<file path="src/rtl/spq_pkg.sv">
`timescale 1ns / 1ps

package spq_pkg;

  // Operation codes carried on func_i
  localparam logic FUNC_INSERT = 1'b0;
  localparam logic FUNC_REMOVE = 1'b1;

  // Result status codes
  localparam int unsigned STATUS_W = 2;
  localparam logic [STATUS_W-1:0] STATUS_OK        = 2'd0;
  localparam logic [STATUS_W-1:0] STATUS_UNDERFLOW = 2'd1;
  localparam logic [STATUS_W-1:0] STATUS_OVERFLOW  = 2'd2;

  // Broadcast command to every cell of the row
  typedef struct packed {
    logic ins;  // insert the new entry, shifting entries of equal or larger priority up
    logic rem;  // drop the head, shifting every entry down
  } cell_op_t;

endpackage

</file>
<file path="src/rtl/sorted_priority_queue_top.sv">
// The result of an accepted transfer appears on the output register in the following cycle.
// Throughput: one operation per cycle when not stalled; every cell compares and shifts in the same cycle.
// Cost per operation is one priority compare in each cell plus the row-wide shift.
// Reset (rst_ni low, asynchronous) empties the queue and drops any pending result;
// slot contents and the reported occupancy are not cleared, only the entry count.
`timescale 1ns / 1ps

module sorted_priority_queue_top #(
  parameter int unsigned CAPACITY       = 16,
  parameter int unsigned VALUE_WIDTH    = 16,
  parameter int unsigned PRIORITY_WIDTH = 16,
  localparam int unsigned CNT_W         = $clog2(CAPACITY + 1)
) (
  input  logic                          clk_i,
  input  logic                          rst_ni,
  input  logic                          in_valid_i,
  output logic                          in_stall_o,
  input  logic                          func_i,
  input  logic [VALUE_WIDTH-1:0]        item_value_i,
  input  logic [PRIORITY_WIDTH-1:0]     item_priority_i,
  output logic                          out_valid_o,
  input  logic                          out_stall_i,
  output logic [VALUE_WIDTH-1:0]        head_value_o,
  output logic [spq_pkg::STATUS_W-1:0]  status_o,
  output logic                          now_empty_o,
  output logic [CNT_W-1:0]              occupancy_o
);

  localparam logic [CNT_W-1:0] CAP_CNT = CNT_W'(CAPACITY);

  // Entry count, the only control state of the row
  logic [CNT_W-1:0] count_q, count_d;

  // Output register: holds one finished result until the sink takes it
  logic                         out_valid_q, out_valid_d;
  logic [VALUE_WIDTH-1:0]       head_value_q, head_value_d;
  logic [spq_pkg::STATUS_W-1:0] status_q, status_d;
  logic [CNT_W-1:0]             occupancy_q;

  logic               accept;
  logic               full, empty;
  spq_pkg::cell_op_t  op;

  // Cell row wiring
  logic [CAPACITY-1:0]       occupied;
  logic [CAPACITY-1:0]       go;
  logic [VALUE_WIDTH-1:0]    cell_value [CAPACITY];
  logic [PRIORITY_WIDTH-1:0] cell_priority [CAPACITY];

  // Stall the source only while a result waits and the sink is stalling
  assign in_stall_o = out_valid_q && out_stall_i;
  assign accept     = in_valid_i && !in_stall_o;

  assign full  = (count_q == CAP_CNT);
  assign empty = (count_q == '0);

  // Broadcast the command; refused operations leave the row untouched
  always_comb begin
    op.ins = accept && (func_i == spq_pkg::FUNC_INSERT) && !full;
    op.rem = accept && (func_i == spq_pkg::FUNC_REMOVE) && !empty;
  end

  // Advance the count and build the result
  always_comb begin
    count_d      = count_q;
    head_value_d = head_value_q;
    status_d     = status_q;
    out_valid_d  = out_valid_q && out_stall_i;
    if (accept) begin
      out_valid_d  = 1'b1;
      head_value_d = '0;
      status_d     = spq_pkg::STATUS_OK;
      if (func_i == spq_pkg::FUNC_INSERT) begin
        if (full) begin
          status_d = spq_pkg::STATUS_OVERFLOW;
        end else begin
          count_d = count_q + 1'b1;
        end
      end else begin
        if (empty) begin
          status_d = spq_pkg::STATUS_UNDERFLOW;
        end else begin
          head_value_d = cell_value[0];
          count_d      = count_q - 1'b1;
        end
      end
    end
  end

  always_ff @(posedge clk_i or negedge rst_ni) begin
    if (!rst_ni) begin
      count_q     <= '0;
      out_valid_q <= 1'b0;
    end else begin
      count_q     <= count_d;
      out_valid_q <= out_valid_d;
    end
  end

  // Payload of the result: no reset needed
  always_ff @(posedge clk_i) begin
    head_value_q <= head_value_d;
    status_q     <= status_d;
    if (accept) begin
      occupancy_q <= count_d;
    end
  end

  // Row of cells; slot 0 holds the head. Each cell sees its neighbours plus the broadcast command and new entry.
  for (genvar i = 0; i < CAPACITY; i++) begin : g_cell
    logic                      prev_go;
    logic [VALUE_WIDTH-1:0]    prev_value, next_value;
    logic [PRIORITY_WIDTH-1:0] prev_priority, next_priority;

    assign occupied[i] = (CNT_W'(i) < count_q);

    if (i == 0) begin : g_first
      assign prev_go       = 1'b0;
      assign prev_value    = item_value_i;
      assign prev_priority = item_priority_i;
    end else begin : g_mid
      assign prev_go       = go[i-1];
      assign prev_value    = cell_value[i-1];
      assign prev_priority = cell_priority[i-1];
    end

    // The top slot keeps its own contents on a remove: it then lies past the count
    if (i == CAPACITY - 1) begin : g_last
      assign next_value    = cell_value[i];
      assign next_priority = cell_priority[i];
    end else begin : g_inner
      assign next_value    = cell_value[i+1];
      assign next_priority = cell_priority[i+1];
    end

    spq_cell #(
      .VALUE_WIDTH    (VALUE_WIDTH),
      .PRIORITY_WIDTH (PRIORITY_WIDTH)
    ) u_cell (
      .clk_i           (clk_i),
      .op_i            (op),
      .occupied_i      (occupied[i]),
      .new_value_i     (item_value_i),
      .new_priority_i  (item_priority_i),
      .prev_go_i       (prev_go),
      .prev_value_i    (prev_value),
      .prev_priority_i (prev_priority),
      .next_value_i    (next_value),
      .next_priority_i (next_priority),
      .go_o            (go[i]),
      .value_o         (cell_value[i]),
      .priority_o      (cell_priority[i])
    );
  end

  assign out_valid_o  = out_valid_q;
  assign head_value_o = head_value_q;
  assign status_o     = status_q;
  assign occupancy_o  = occupancy_q;
  assign now_empty_o  = (occupancy_q == '0);

  // The count never passes the capacity
  a_count_bound: assert property (@(posedge clk_i) disable iff (!rst_ni)
    count_q <= CAP_CNT)
    else $error("entry count above capacity");

  // A remove on an empty queue reports underflow and leaves the count at zero
  a_underflow: assert property (@(posedge clk_i) disable iff (!rst_ni)
    (accept && func_i == spq_pkg::FUNC_REMOVE && empty)
      |=> (status_q == spq_pkg::STATUS_UNDERFLOW) && (count_q == '0))
    else $error("empty remove not reported as underflow");

  // An accepted insert into a non-full queue grows the count by one
  a_insert_count: assert property (@(posedge clk_i) disable iff (!rst_ni)
    (accept && func_i == spq_pkg::FUNC_INSERT && !full)
      |=> (count_q == $past(count_q) + 1'b1) && (status_q == spq_pkg::STATUS_OK))
    else $error("insert did not advance count");

  // The reported occupancy follows the count once a result is presented
  a_occ_track: assert property (@(posedge clk_i) disable iff (!rst_ni)
    $past(accept) |-> (occupancy_q == count_q))
    else $error("occupancy out of step with count");

endmodule

</file>
<file path="src/rtl/spq_cell.sv">
`timescale 1ns / 1ps

module spq_cell #(
  parameter int unsigned VALUE_WIDTH    = 16,
  parameter int unsigned PRIORITY_WIDTH = 16
) (
  input  logic                      clk_i,
  input  spq_pkg::cell_op_t         op_i,
  input  logic                      occupied_i,
  input  logic [VALUE_WIDTH-1:0]    new_value_i,
  input  logic [PRIORITY_WIDTH-1:0] new_priority_i,
  input  logic                      prev_go_i,
  input  logic [VALUE_WIDTH-1:0]    prev_value_i,
  input  logic [PRIORITY_WIDTH-1:0] prev_priority_i,
  input  logic [VALUE_WIDTH-1:0]    next_value_i,
  input  logic [PRIORITY_WIDTH-1:0] next_priority_i,
  output logic                      go_o,
  output logic [VALUE_WIDTH-1:0]    value_o,
  output logic [PRIORITY_WIDTH-1:0] priority_o
);

  logic [VALUE_WIDTH-1:0]    value_q, value_d;
  logic [PRIORITY_WIDTH-1:0] priority_q, priority_d;

  // The new entry belongs at or below this slot
  assign go_o = !occupied_i || (new_priority_i <= priority_q);

  always_comb begin
    value_d    = value_q;
    priority_d = priority_q;
    if (op_i.rem) begin
      value_d    = next_value_i;
      priority_d = next_priority_i;
    end else if (op_i.ins && go_o) begin
      if (prev_go_i) begin
        value_d    = prev_value_i;
        priority_d = prev_priority_i;
      end else begin
        value_d    = new_value_i;
        priority_d = new_priority_i;
      end
    end
  end

  always_ff @(posedge clk_i) begin
    value_q    <= value_d;
    priority_q <= priority_d;
  end

  assign value_o    = value_q;
  assign priority_o = priority_q;

endmodule
</file>
<file path="config.mk">
export PLATFORM = sky130hd
export DESIGN_NAME = sorted_priority_queue_top
export DESIGN_NICKNAME = d
export VERILOG_FILES = /design/src/rtl/spq_pkg.sv /design/src/rtl/sorted_priority_queue_top.sv /design/src/rtl/spq_cell.sv
export SDC_FILE = /design/constraint.sdc
export NUM_CORES = 1
export LEC_CHECK = 0
export BUFFER_PORTS_ARGS = -buffer_cell sky130_fd_sc_hd__buf_2
export CELL_PAD_IN_SITES_DETAIL_PLACEMENT = 1
export CELL_PAD_IN_SITES_GLOBAL_PLACEMENT = 1
export CORE_ASPECT_RATIO = 0.8
export CORE_MARGIN = 2
export CORE_UTILIZATION = 25
export DETAILED_ROUTE_END_ITERATION = 10
export GPL_TIMING_DRIVEN = 0
export PLACE_DENSITY = 0.53
export SLEW_MARGIN = 40
export SYNTH_ARGS = -nofsm -noshare
export SYNTH_HDL_FRONTEND = slang
export SYNTH_SLANG_ARGS = --single-unit
</file>
<file path="constraint.sdc">
create_clock -name clk_i -period 6.5 [get_ports clk_i]
set_clock_uncertainty 0.15 [all_clocks]
set_input_delay 1.3 -clock clk_i [delete_from_list [all_inputs] [get_ports clk_i]]
set_output_delay 1.3 -clock clk_i [all_outputs]
set_load 0.1 [all_outputs]
</file>
==> results.cfg <==
[logic_synthesis]
syn-cell-area_um2 = 32940
synth_nets = 3417
synth_cell_types = 58
synth-edff-count = 535
synth_top_area_share_pct = 48.77
synthArstFlopShare_pct = 1.109
synth_flop_cell = edfxtp_1
synth_area_leaders = edfxtp_1 49%, ha_1 9.8%, mux2i_1 6.8%
ys_seq_area_share_pct = 49.23
synthCells = 3121
ys_seq_elements = 541
yosys_warnings = 0
yosysTopAreaCell = edfxtp_1
syn_avg_cell_area_um2 = 10.55

[setup_path]
cp-end-kind = flip-flop
worstPathArrival_ns = 4.83
crit_type = primary input to flip-flop
crit_fanout = 32
crit_path_start_kind = primary input
cp.required_ns = 6.52

[clock_tree]
cts_root_buffer = clkbuf_16
clock_path_buffers = 3
htreeDepth = 3
cts_buffers = 67
cts_resized = 0
clkTransAtPathRegs_ns = 0.07
cts.sinks = 541
clk_latency_ns = 0.63
hold_buffers = 0
cts_tree = done
post_cts_buffers = 0

[placed_design]
dp_hpwl_mm = 100.4
dpl_cell_area_um2 = 35640
port_buffers = 45
globalplace.congestion = 0.8474

[layout]
multi_input_area_um2 = 14580
drive_above_1_share_pct = 10.46
finalNetCount = 3540
final_area_um2 = 37630
syn_to_final_growth_pct = 14.25
final_cell_mix = 535 x edfxtp_1, 389 x nand2_1, 259 x ha_1
nFillCells = 14800
utilization_pct = 28.69
regArea_um2 = 16220
layout_commonest_cell = edfxtp_1

[power]
p_int_uw = 8335
ir_drop_uv = 158.4
p_sw_share_pct = 35.92
power.leakage_uw = 0.01479
pwr-share-comb_pct = 32.4
powerDensity_nw_per_um2 = 345.6
seq_power_share_pct = 40.4
pwr-share-clk_pct = 27.2
p_switching_uw = 4672

[detailed_routing]
via_count = 24990
drc = 0
wl_per_cell_um = 24.38
vias_per_cell = 4.950
drt_iter0_markers = 2092
routed_wl_mm = 123.1
ant_nets = 0
first_pass_iters = 5

[floorplanning]
num_rows = 119
die_w_um = 409.8
dieArea_um2 = 134700
start_util_pct = 25.11
io_pins = 63
core_area_um2 = 131200
die_h_um = 328.7

[sta]
finalSetupTns_ns = 0
slew_viol_final = 0
fmax_ghz = 0.2075
rsz0062_at_grt = false
finalCritPeriodShare_pct = 74.13
tightest_slew_ns = 0.8867
layout_min_cycle_time_ns = 4.818
setup_viol = 0
relSlewSlack_pct = 40.61
hold_violations = 0

[global_route]
grt_overflow = 0
antenna_found_initial = 5
grt_pass1_vias = 25770
grt_max_degree = 33
grt_pass1_wl_mm = 179.2
grt_usage_pct = 18.05

[run]
drv_cap = 0

[status]
status = finished, final reports clean

[worst_hold_path]
hold_class = primary input to asynchronous set/reset pin
cell type report:
cell class,count,area share (%)
inverters,260,2.597
clock inverters,26,0.3824
repair buffers,54,1.014
plain buffers,221,3.458
well taps,1754,5.832
flip-flops and latches,541,43.09
multi-input cells,2099,38.73
clock buffers,89,4.868
diodes,4,0.02660
state kept, by name (all words and copies together), names as in the netlist:
| name | cells |
|---|---|
| occupancy_o | 5 |
| count_q | 5 |
| out_valid_o | 1 |
| g_cell.u_cell.priority_o | 256 |
| status_o | 2 |
| g_cell.u_cell.value_o | 256 |
| head_value_o | 16 |
critical path: stages:
cell and delay (ns):
buf_2 0.07, nand2_1 0.06, nand2_1 0.24, clkinv_2 0.56, nand2_2 0.56, buf_2 0.38, buf_2 0.44, buf_2 0.55
nand2_2 0.61
per-layer routing:
metal / GRT usage, % / wire length (µm) / vias up
met2: 26.00 / 50450 / 628
met1: 28.15 / 63710 / 12450
met5: 0 / 0 / -
met4: 3.437 / 1810 / 0
met3: 2.803 / 7102 / 105
li1: - / - / 11810
power groups by stage:
stage                     clock network, µW  logic [µW]  registers (µW)
final                                  3540        4220            5250
after global routing                   3730        4650            5320
after CTS                              3620        4230            5240
after detailed placement                  0        4210            5310
after global placement                    0        4070            5320
after floorplan                           0        2860            5220
synthesized netlist by cell type (27+ instances only):
cell type,n
edfxtp_1,535
nand2_1,392
ha_1,259
inv_1,259
nand3_1,241
mux2i_1,224
a21oi_1,210
o21ai_0,153
nor2_1,123
o211ai_1,113
o221ai_1,91
clkbuf_1,73
buf_2,60
nand4_1,42
buf_6,40
a21o_1,39
o21ai_1,31
buf_1,28
mux2_1,27
per-stage QoR:
step	cells	hold slack, ns	setup WS [ns]	power, µW
finish	5048	0.3640	1.682	13010
global route	5044	0.3468	1.497	13700
CTS	5044	0.3390	1.695	13080
detailed placement	4929	0.3653	1.046	9515
global placement	4920	0.3523	-2.050	9394
floorplan	3121	0.3461	0.6054	8076
kinds of logic (layout without fill, tap and decap cells):
family	count (synthesis)	after routing	synth area share, %
xor gates and xnor gates	1	1	0.02660
and+or+nand+nor	865	865	11.70
AOI/OAI and AO/OA	718	718	14.45
adders and majority gates	259	259	9.839
buffers and inverters	481	650	6.849
other	0	4	0
DFF	541	541	49.23
muxes	256	256	7.901
path summary, 6_finish.rpt:
check                                                        to         from  cells after the start  slack [ns]
worst max register to register  g_cell[7].u_cell.priority_o[10]   count_q[1]                      9        2.03
max in group asynchronous                            count_q[2]       rst_ni                      1        5.64
worst min register to register                      out_valid_o  out_valid_o                      2        0.37
worst min-delay path                                 count_q[1]       rst_ni                      1        0.36
worst max-delay path            g_cell[7].u_cell.priority_o[10]  out_stall_i                      9        1.68
min in group clk_i                                  out_valid_o  out_valid_o                      2        0.37
(Power assumes the default switching activity.)
